===== config.mk =====
export PLATFORM = sky130hd
export DESIGN_NAME = sbus_frame_packer
export DESIGN_NICKNAME = d
export VERILOG_FILES = /design/src/hdl/sbfp_pkg.sv /design/src/hdl/sbfp_scale.sv /design/src/hdl/sbus_frame_packer.sv
export SDC_FILE = /design/constraint.sdc
export NUM_CORES = 1
export LEC_CHECK = 0
export BUFFER_PORTS_ARGS = -buffer_cell sky130_fd_sc_hd__buf_2
export CORE_MARGIN = 2
export CORE_UTILIZATION = 57
export DETAILED_ROUTE_END_ITERATION = 10
export PLACE_DENSITY = 0.8
export RECOVER_POWER = 25
export REMOVE_ABC_BUFFERS = 1
export SKIP_LAST_GASP = 1
export SYNTH_ARGS = -nofsm -noshare
export SYNTH_HDL_FRONTEND = slang
export SYNTH_SLANG_ARGS = --single-unit

===== constraint.sdc =====
create_clock -name aclk -period 14.1 [get_ports aclk]
set_input_delay 2.82 -clock aclk [delete_from_list [all_inputs] [get_ports aclk]]
set_output_delay 2.82 -clock aclk [all_outputs]
set_load 0.05 [all_outputs]

===== src/hdl/sbfp_pkg.sv =====
`default_nettype none

package sbfp_pkg;

    localparam int CHAN_W      = 11;
    localparam int FRAME_BYTES = 25;
    localparam int FRAME_W     = FRAME_BYTES * 8;
    localparam int IDX_W       = $clog2(FRAME_BYTES);

    localparam logic [IDX_W-1:0]  LAST_IDX    = IDX_W'(FRAME_BYTES - 1);
    localparam logic [7:0]        HEADER_BYTE = 8'h0F;
    localparam logic [7:0]        FLAGS_BYTE  = 8'h00;
    localparam logic [7:0]        FOOTER_BYTE = 8'h00;
    localparam logic [CHAN_W-1:0] FILL_RESET  = 11'd993;
    localparam logic [CHAN_W-1:0] US_MIN      = 11'd1000;
    localparam logic [CHAN_W-1:0] US_MAX      = 11'd2000;
    localparam logic [CHAN_W-1:0] OUT_MIN     = 11'd178;

    // ceil(1.633 * 2**20); exact floor(d * 1633 / 1000) for d in 0..1000.
    localparam logic [20:0]       SCALE_MUL   = 21'd1712325;
    localparam int                SCALE_SHIFT = 20;

    typedef struct packed {
        logic [CHAN_W-1:0] elevator_us;
        logic [CHAN_W-1:0] aileron_us;
        logic [CHAN_W-1:0] throttle_us;
        logic [CHAN_W-1:0] rudder_us;
        logic [CHAN_W-1:0] switch_a;
        logic [CHAN_W-1:0] switch_b;
        logic [CHAN_W-1:0] switch_c;
        logic [CHAN_W-1:0] switch_d;
    } in_t;

    typedef struct packed {
        logic [7:0] frame_byte;
        logic       last_byte;
    } out_t;

endpackage

`default_nettype wire


===== src/hdl/sbfp_scale.sv =====
`default_nettype none

module sbfp_scale (
    input  wire logic [sbfp_pkg::CHAN_W-1:0] stick_us,
    output logic      [sbfp_pkg::CHAN_W-1:0] chan_value
);

    logic [9:0]  delta;
    logic [30:0] prod;

    always_comb begin
        if (stick_us < sbfp_pkg::US_MIN) begin
            delta = 10'd0;
        end else if (stick_us > sbfp_pkg::US_MAX) begin
            delta = 10'd1000;
        end else begin
            delta = 10'(stick_us - sbfp_pkg::US_MIN);
        end
    end

    assign prod       = 31'(delta) * 31'(sbfp_pkg::SCALE_MUL);
    assign chan_value = sbfp_pkg::CHAN_W'(prod[30:sbfp_pkg::SCALE_SHIFT]) + sbfp_pkg::OUT_MIN;

endmodule

`default_nettype wire


===== src/hdl/sbus_frame_packer.sv =====
// The first byte of a frame is presented once its request has passed the input
// register and been loaded into the frame register, when the byte output is free.
// Frames of 25 bytes leave a serializer that gives one byte per cycle while m_ready
// is high; a following request is held in the input register meanwhile.
// Reset (aresetn low, synchronous) empties both registers and sets fill_reg to 993.
`default_nettype none

module sbus_frame_packer (
    input  wire logic                            aclk,
    input  wire logic                            aresetn,
    input  wire logic                            s_valid,
    output logic                                 s_ready,
    input  wire sbfp_pkg::in_t                   s_data,
    output logic                                 m_valid,
    input  wire logic                            m_ready,
    output sbfp_pkg::out_t                       m_data,
    input  wire logic                            cfg_wr_en,
    input  wire logic [sbfp_pkg::CHAN_W-1:0]     cfg_wr_data
);

    sbfp_pkg::in_t                       in_reg;
    logic                                in_valid_reg;
    logic [sbfp_pkg::CHAN_W-1:0]         fill_reg;
    logic [sbfp_pkg::FRAME_W-1:0]        frame_reg;
    logic [sbfp_pkg::FRAME_W-1:0]        frame_next;
    logic [sbfp_pkg::IDX_W-1:0]          cnt_reg;
    logic                                busy_reg;
    logic                                is_last;
    logic                                out_take;
    logic                                load;
    logic [sbfp_pkg::CHAN_W-1:0]         ail_ch;
    logic [sbfp_pkg::CHAN_W-1:0]         ele_ch;
    logic [sbfp_pkg::CHAN_W-1:0]         thr_ch;
    logic [sbfp_pkg::CHAN_W-1:0]         rud_ch;

    sbfp_scale u_scale_ail (.stick_us(in_reg.aileron_us),  .chan_value(ail_ch));
    sbfp_scale u_scale_ele (.stick_us(in_reg.elevator_us), .chan_value(ele_ch));
    sbfp_scale u_scale_thr (.stick_us(in_reg.throttle_us), .chan_value(thr_ch));
    sbfp_scale u_scale_rud (.stick_us(in_reg.rudder_us),   .chan_value(rud_ch));

    assign is_last  = (cnt_reg == sbfp_pkg::LAST_IDX);
    assign out_take = busy_reg && m_ready;
    assign load     = in_valid_reg && (!busy_reg || (out_take && is_last));
    assign s_ready  = !in_valid_reg || load;

    assign m_valid           = busy_reg;
    assign m_data.frame_byte = frame_reg[7:0];
    assign m_data.last_byte  = is_last;

    // Channels are packed LSB first, channel one right after the header.
    assign frame_next = {sbfp_pkg::FOOTER_BYTE, sbfp_pkg::FLAGS_BYTE,
                         fill_reg, fill_reg, fill_reg, fill_reg,
                         fill_reg, fill_reg, fill_reg, fill_reg,
                         in_reg.switch_d, in_reg.switch_c, in_reg.switch_b, in_reg.switch_a,
                         rud_ch, thr_ch, ele_ch, ail_ch,
                         sbfp_pkg::HEADER_BYTE};

    always_ff @(posedge aclk) begin
        if (!aresetn) begin
            fill_reg <= sbfp_pkg::FILL_RESET;
        end else if (cfg_wr_en) begin
            fill_reg <= cfg_wr_data;
        end
    end

    always_ff @(posedge aclk) begin
        if (!aresetn) begin
            in_valid_reg <= 1'b0;
        end else if (s_valid && s_ready) begin
            in_valid_reg <= 1'b1;
        end else if (load) begin
            in_valid_reg <= 1'b0;
        end
    end

    always_ff @(posedge aclk) begin
        if (s_valid && s_ready) begin
            in_reg <= s_data;
        end
    end

    always_ff @(posedge aclk) begin
        if (!aresetn) begin
            busy_reg <= 1'b0;
            cnt_reg  <= '0;
        end else if (load) begin
            busy_reg <= 1'b1;
            cnt_reg  <= '0;
        end else if (out_take) begin
            if (is_last) begin
                busy_reg <= 1'b0;
                cnt_reg  <= '0;
            end else begin
                cnt_reg <= cnt_reg + sbfp_pkg::IDX_W'(1);
            end
        end
    end

    always_ff @(posedge aclk) begin
        if (load) begin
            frame_reg <= frame_next;
        end else if (out_take) begin
            frame_reg <= {8'h00, frame_reg[sbfp_pkg::FRAME_W-1:8]};
        end
    end

    a_load_starts_frame: assert property (@(posedge aclk) disable iff (!aresetn)
        load |=> busy_reg && (cnt_reg == '0))
        else $error("frame load did not restart the byte count");

    a_byte_advance: assert property (@(posedge aclk) disable iff (!aresetn)
        out_take && !is_last |=> busy_reg && (cnt_reg == $past(cnt_reg) + sbfp_pkg::IDX_W'(1)))
        else $error("byte count did not advance on a taken byte");

    a_frame_ends: assert property (@(posedge aclk) disable iff (!aresetn)
        out_take && is_last && !in_valid_reg |=> !busy_reg)
        else $error("serializer stayed busy after the footer byte");

    a_idle_count: assert property (@(posedge aclk) disable iff (!aresetn)
        !busy_reg |-> (cnt_reg == '0))
        else $error("byte count not cleared while idle");

    a_request_held: assert property (@(posedge aclk) disable iff (!aresetn)
        s_valid && s_ready |=> in_valid_reg)
        else $error("accepted request was not captured");

endmodule

`default_nettype wire

==> results.toml, run 1 <==
[cts]
cts_buffers = 29
clkSlewWorstSetupHoldPaths_ns = 0.06
clockRootBuffer = "sky130_fd_sc_hd__clkbuf_16"
total_clock_sinks = 290
htree_num_levels = 1
ctsHoldBuffers = 0
gates_resized_cts_repair = 0
postCtsSetupRepairBufs = 0
max-clock-path-buffers = 3
clkLatencyLatePin_ns = 0.58
cts_tree = "done"

[setup_path]
path_max_fanout = 101
cp_data_required_time_ns = 11.28
critPathArrivalTime_ns = 7.71
critical_path.endpoint_type = "primary output"
crit_type = "in2out"
start_kind = "input pin"

[power_and_ir_drop]
tot_pwr_uw = 3130
cellPowerDensity_nw_per_um2 = 127
power.ir.vdd_worst_v = 0.000122
leakagePower_uw = 0.0120

[die]
die_area_um2 = 41200
chipWidth_um = 203
pin_count = 115
fp.dieH_um = 203
placement_rows = 72
floorplan.core_area_um2 = 38900
initial_utilization = 0.581

[sta]
timing.final.max_slew_violations = 208
unrepaired_setup_endpoints_after_global_routing = "false"
timing.slew.headroom = -1.95
finalHoldViolCount = 0
min_period_ns = 10.53
timing.setup.tns_ns = 0
worst_slew_pin_tran_ns = 4.42
fmax_mhz = 95.0
timing.final.setup_violations = 0
clock_skew_ns = 0.0157
finalCritPeriodShare = 0.747

[yosys]
yosys_register_bits = 290
synth.yosys.seq_area_share = 0.374
yosys.area.top_type_share = 0.351
warnings_from_yosys = 0
synth_area_per_cell_um2 = 10.4
post_synth_instance_area_um2 = 22600
post_synth_edffs = 264
dominantRegCellSynth = "sky130_fd_sc_hd__edfxtp_1"
synth_async_sr_flop_share = 0
synth_area_leader_cell = "sky130_fd_sc_hd__edfxtp_1"
netlist_instances = 2171
synth_area_leaders = "sky130_fd_sc_hd__edfxtp_1 35%, sky130_fd_sc_hd__ha_1 22%, sky130_fd_sc_hd__fa_1 8.2%"
post_synth_num_cell_types = 97

[finish]
largest_register_ffs = 184
area_growth_pct = 8.91
fillers = 3057
final_net_count = 2866
proportion_of_layout_cells_with_a_drive_suffix_above_1 = 0.0875
antenna-diode-count = 0

[detailed_routing]
wl_per_cell_um = 16.0
drt_pre_antenna_iters = 5
detail_route.wirelength_um = 44900
route.vias.total = 15664
drcViolationCount = 0
drt_iter0_drc = 968
detail_route.vias_per_cell = 5.58
antenna_violating_nets_post_route = 0

[status]
status = "finished, violations left"
violated_checks = "max-capacitance violations, max-slew violations"

[flow_run]
maxCapViolCount = 3

[global_route]
grt_first_pass_wirelength_um = 75600
overall_global_routing_resource_usage = 0.223
antenna_found_initial = 0
grt_overflow_total = 0
grt_max_degree = 102
first_global_vias = 16139

[place]
port_buffers = 114
hpwl_um = 33700
gp_congestion = 0.903

[worst_hold_path]
hold_path.class = "reg2reg"
## report_power, final
part / leakage (µW) / internal [µW] / total [µW] / switching, µW
clock: 0.000504 / 489 / 833 / 343
sequential: 0.00279 / 1030 / 1060 / 26.9
combinational: 0.00866 / 512 / 1240 / 728
total: 0.0120 / 2040 / 3130 / 1100
## per-layer routing
layer / share of wire / vias up / track usage
li1: - / 7715 / -
met1: 0.43 / 7574 / 0.279
met2: 0.50 / 294 / 0.403
met3: 0.037 / 81 / 0.0260
met4: 0.026 / 0 / 0.0662
met5: 0 / - / 0
## worst max-delay path, stage by stage
cell                       delay (ns)
sky130_fd_sc_hd__buf_2           0.08
sky130_fd_sc_hd__and2_2          0.12
sky130_fd_sc_hd__clkbuf_1        3.06
sky130_fd_sc_hd__nand2_1         0.95
sky130_fd_sc_hd__nand3_1         0.35
sky130_fd_sc_hd__buf_2           0.31
## synth_stat cells, types with 4 or more instances
master,n
sky130_fd_sc_hd__o2111ai_1,6
sky130_fd_sc_hd__a31oi_1,7
sky130_fd_sc_hd__nor2_1,48
sky130_fd_sc_hd__o311ai_1,6
sky130_fd_sc_hd__inv_1,291
sky130_fd_sc_hd__or2_2,4
sky130_fd_sc_hd__fa_1,92
sky130_fd_sc_hd__nor3_1,14
sky130_fd_sc_hd__xnor2_1,56
sky130_fd_sc_hd__nand3_1,63
sky130_fd_sc_hd__nor2b_1,15
sky130_fd_sc_hd__or3_1,6
sky130_fd_sc_hd__a221oi_1,5
sky130_fd_sc_hd__and2_1,9
sky130_fd_sc_hd__a21o_1,22
sky130_fd_sc_hd__a2111oi_0,4
sky130_fd_sc_hd__and4_1,4
sky130_fd_sc_hd__edfxtp_1,264
sky130_fd_sc_hd__dfxtp_1,26
sky130_fd_sc_hd__o31ai_1,6
sky130_fd_sc_hd__a21oi_1,75
sky130_fd_sc_hd__nand4_1,14
sky130_fd_sc_hd__o21ai_1,11
sky130_fd_sc_hd__buf_4,9
sky130_fd_sc_hd__a211oi_1,7
sky130_fd_sc_hd__o21a_1,7
sky130_fd_sc_hd__ha_1,406
sky130_fd_sc_hd__mux2i_1,13
sky130_fd_sc_hd__nand2b_1,14
sky130_fd_sc_hd__nand2_1,374
sky130_fd_sc_hd__o211ai_1,7
sky130_fd_sc_hd__nand3b_1,5
sky130_fd_sc_hd__o21ai_0,95
sky130_fd_sc_hd__xor2_1,31
sky130_fd_sc_hd__a21boi_0,5
sky130_fd_sc_hd__and3_1,14
sky130_fd_sc_hd__o21bai_1,6
sky130_fd_sc_hd__clkbuf_1,42
## area by class of cell
cell class | count | area, µm² | area share
clock buffer | 29 | 726 | 0.0295
sequential | 290 | 8450 | 0.343
timing repair buffer | 122 | 604 | 0.0246
tap | 518 | 648 | 0.0263
multi-input combinational | 1530 | 12800 | 0.520
clock inverter | 25 | 299 | 0.0122
inverter | 291 | 1090 | 0.0444
## cells by family after synthesis
logic type / share of synthesized area
mux: 0.00576
compound gates: 0.0946
xor+xnor: 0.0344
flops: 0.374
fa+ha+maj: 0.306
simple gates: 0.123
buf+inv: 0.0617
## cell usage in the layout, fill, tap and decap left out, drive strengths merged, types with 7 or more instances in the layout
cell / instances
a21oi: 78
clkbuf: 46
fa: 92
dfxtp: 26
nor3: 14
buf: 105
a221oi: 7
edfxtp: 264
a31oi: 8
inv: 295
or3: 8
clkinv: 14
and2: 9
ha: 406
xnor2: 56
o21a: 8
xor2: 32
mux2i: 13
nand2b: 14
and3: 16
nand2: 374
nor2b: 15
a21o: 25
a211oi: 8
o21ai: 108
nor2: 49
nand4: 16
nand3: 63
o31ai: 7
o211ai: 7
## through the flow
stage                util  instances  instance area [µm²]  worst slack (ns)  hold slack, ns
floorplan               -       2111                22300             0.242           0.433
global placement    0.607       2751                23600              6.56           0.443
detailed placement  0.607       2751                23600              6.46           0.447
CTS                 0.633       2805                24600              6.44           0.461
global route        0.632       2805                24600              2.94           0.490
finish              0.632       2805                24600              3.57           0.456
## worst paths after layout
kind / from / endpoint / slack [ns] / cells past startpoint
hold reg to reg: frame_reg[11]$_DFFE_PP_ / frame_reg[3]$_SDFFE_PP1P_ / 0.46 / 2
setup / recovery: m_ready / s_ready / 3.57 / 6
hold / removal: frame_reg[11]$_DFFE_PP_ / frame_reg[3]$_SDFFE_PP1P_ / 0.46 / 2
setup reg to reg: in_reg[58]$_DFFE_PP_ / frame_reg[35]$_DFFE_PP_ / 6.28 / 31
(Power assumes the default switching activity.)
==> inputs of run 2 (changes only) <==
--- a/config.mk
+++ b/config.mk
@@ -7,9 +7,9 @@
 export LEC_CHECK = 0
 export BUFFER_PORTS_ARGS = -buffer_cell sky130_fd_sc_hd__buf_2
 export CORE_MARGIN = 2
-export CORE_UTILIZATION = 57
+export CORE_UTILIZATION = 63
 export DETAILED_ROUTE_END_ITERATION = 10
-export PLACE_DENSITY = 0.8
+export PLACE_DENSITY = 0.84
 export RECOVER_POWER = 25
 export REMOVE_ABC_BUFFERS = 1
 export SKIP_LAST_GASP = 1
==> constraint.sdc (replaced) <==
create_clock -name aclk -period 10.7 [get_ports aclk]
set_input_delay 2.14 -clock aclk [delete_from_list [all_inputs] [get_ports aclk]]
set_output_delay 2.14 -clock aclk [all_outputs]
set_load 0.05 [all_outputs]
==> results.toml, run 2 (synthesis results as in run 1) <==
[power_and_ir_drop]
tot_pwr_uw = 4120
leakagePower_uw = 0.0120
power.ir.vdd_worst_v = 0.000156
cellPowerDensity_nw_per_um2 = 168

[setup_path]
path_common_cell = "sky130_fd_sc_hd__ha_1"
critical_path.endpoint_type = "flip-flop"
crit_type = "reg2reg"
cp_data_required_time_ns = 10.93
start_kind = "flip-flop"
startpoint = "in_reg[58]$_DFFE_PP_"
critPathArrivalTime_ns = 8.16
path_max_fanout = 6
critical_path.slowest_cell = "sky130_fd_sc_hd__a2111oi_0"
cpPeakStageDelay_ns = 0.83
critical_path.reg2reg.startpoint = "in_reg[58]$_DFFE_PP_"

[detailed_routing]
detail_route.wirelength_um = 44800
antenna_violating_nets_post_route = 0
drcViolationCount = 0
wl_per_cell_um = 16.3
route.vias.total = 15594
detail_route.vias_per_cell = 5.68
drt_iter0_drc = 1004
drt_pre_antenna_iters = 8

[finish]
proportion_of_layout_cells_with_a_drive_suffix_above_1 = 0.0871
largest_register_ffs = 184
most_common_cell_after_layout_fill_and_taps_aside = "sky130_fd_sc_hd__ha_1"
antenna-diode-count = 0
most-common-layout-cells = "406 x sky130_fd_sc_hd__ha_1, 373 x sky130_fd_sc_hd__nand2_1, 291 x sky130_fd_sc_hd__inv_1"
fin_area_um2 = 24500
final_core_density = 0.691
area_growth_pct = 8.51
final_net_count = 2864

[cts]
htree_num_levels = 1
cts_tree = "done"
ctsHoldBuffers = 0
total_clock_sinks = 290
clkSlewWorstSetupHoldPaths_ns = 0.07
clkLatencyLatePin_ns = 0.58
cts_buffers = 29
max-clock-path-buffers = 3
gates_resized_cts_repair = 0
clockRootBuffer = "sky130_fd_sc_hd__clkbuf_16"
postCtsSetupRepairBufs = 0

[die]
pin_count = 115
fp.dieH_um = 193
floorplan.core_area_um2 = 35500
die_area_um2 = 37400
initial_utilization = 0.637
chipWidth_um = 193
placement_rows = 69

[sta]
min_period_ns = 7.93
finalCritPeriodShare = 0.741
timing.final.setup_violations = 0
fmax_mhz = 126
timing.slew.headroom = -0.979
finalHoldViolCount = 0
least_setup_slack_across_all_paths_after_layout_ns = 2.77
worst_slew_pin_tran_ns = 2.97
timing.final.max_slew_violations = 134
clock_skew_ns = 0.0211
unrepaired_setup_endpoints_after_global_routing = "false"
timing.setup.tns_ns = 0

[place]
gp_congestion = 0.935
postPlaceCellArea_um2 = 23500
dp_worst_setup_slack_ns = 3.10
port_buffers = 114
hpwl_um = 33900

[status]
status = "finished, violations left"
violated_checks = "max-capacitance violations, max-slew violations"

[worst_hold_path]
hold_path.class = "reg2reg"
min_from = "frame_reg[5]$_SDFFE_PP0P_"

[global_route]
grt_overflow_total = 0
grt_max_degree = 173
overall_global_routing_resource_usage = 0.243
first_global_vias = 16216
grt_first_pass_wirelength_um = 75900
antenna_found_initial = 0

[flow_run]
maxCapViolCount = 3
[run 2: changes by cell type in the layout (fill, tap and decap cells not counted), moves of 2 or more]
cell,delta
sky130_fd_sc_hd__buf_4,-2
sky130_fd_sc_hd__clkinv_1,-5
sky130_fd_sc_hd__buf_2,+5
sky130_fd_sc_hd__inv_6,-2
sky130_fd_sc_hd__clkinvlp_4,+2
sky130_fd_sc_hd__clkinv_2,-3
[run 2: layout make-up]
| type | count | area [µm²] |
|---|---|---|
| Multi-Input combinational cell | 1530 | 12800 |
| Fill cell | 2628 | 11000 |
| Sequential cell | 290 | 8450 |
| Inverter | 291 | 1090 |
| Clock buffer | 36 | 762 |
| Timing Repair Buffer | 120 | 612 |
| Tap cell | 461 | 577 |
| Clock inverter | 17 | 263 |
[run 2: power by group]
group	switching, µW	internal (µW)
Combinational	961	673
Sequential	35.9	1360
Clock	437	653
[run 2: worst max-delay path, delay by kind of cell (launching register included)]
kind / cells / cell delay, ns
buffers and inverters: 4 / 0.24
and+or+nand+nor: 5 / 0.87
AOI/OAI and AO/OA: 12 / 3.18
xor gates and xnor gates: 2 / 0.32
DFF: 1 / 0.41
adders and majority gates: 8 / 2.56
[run 2: worst paths after layout]
kind,cells after the start,endpoint,slack (ns)
worst max-delay path,31,frame_reg[35]$_DFFE_PP_,2.77
worst min register to register,2,frame_reg[5]$_SDFFE_PP0P_,0.45
worst max register to register,31,frame_reg[35]$_DFFE_PP_,2.77
worst min-delay path,2,frame_reg[5]$_SDFFE_PP0P_,0.45
[run 2: stage by stage]
step	hold WS, ns	cells
CTS	0.456	2745
global route	0.481	2745
global placement	0.443	2692
finish	0.453	2745
detailed placement	0.445	2692
floorplan	0.433	2111
[run 2: layer usage]
| metal | up-vias | global-route usage | part of all wire |
|---|---|---|---|
| met4 | 0 | 0.0676 | 0.025 |
| li1 | 7719 | - | - |
| met2 | 336 | 0.439 | 0.51 |
| met5 | - | 0 | 0 |
| met1 | 7468 | 0.307 | 0.43 |
| met3 | 71 | 0.0282 | 0.040 |
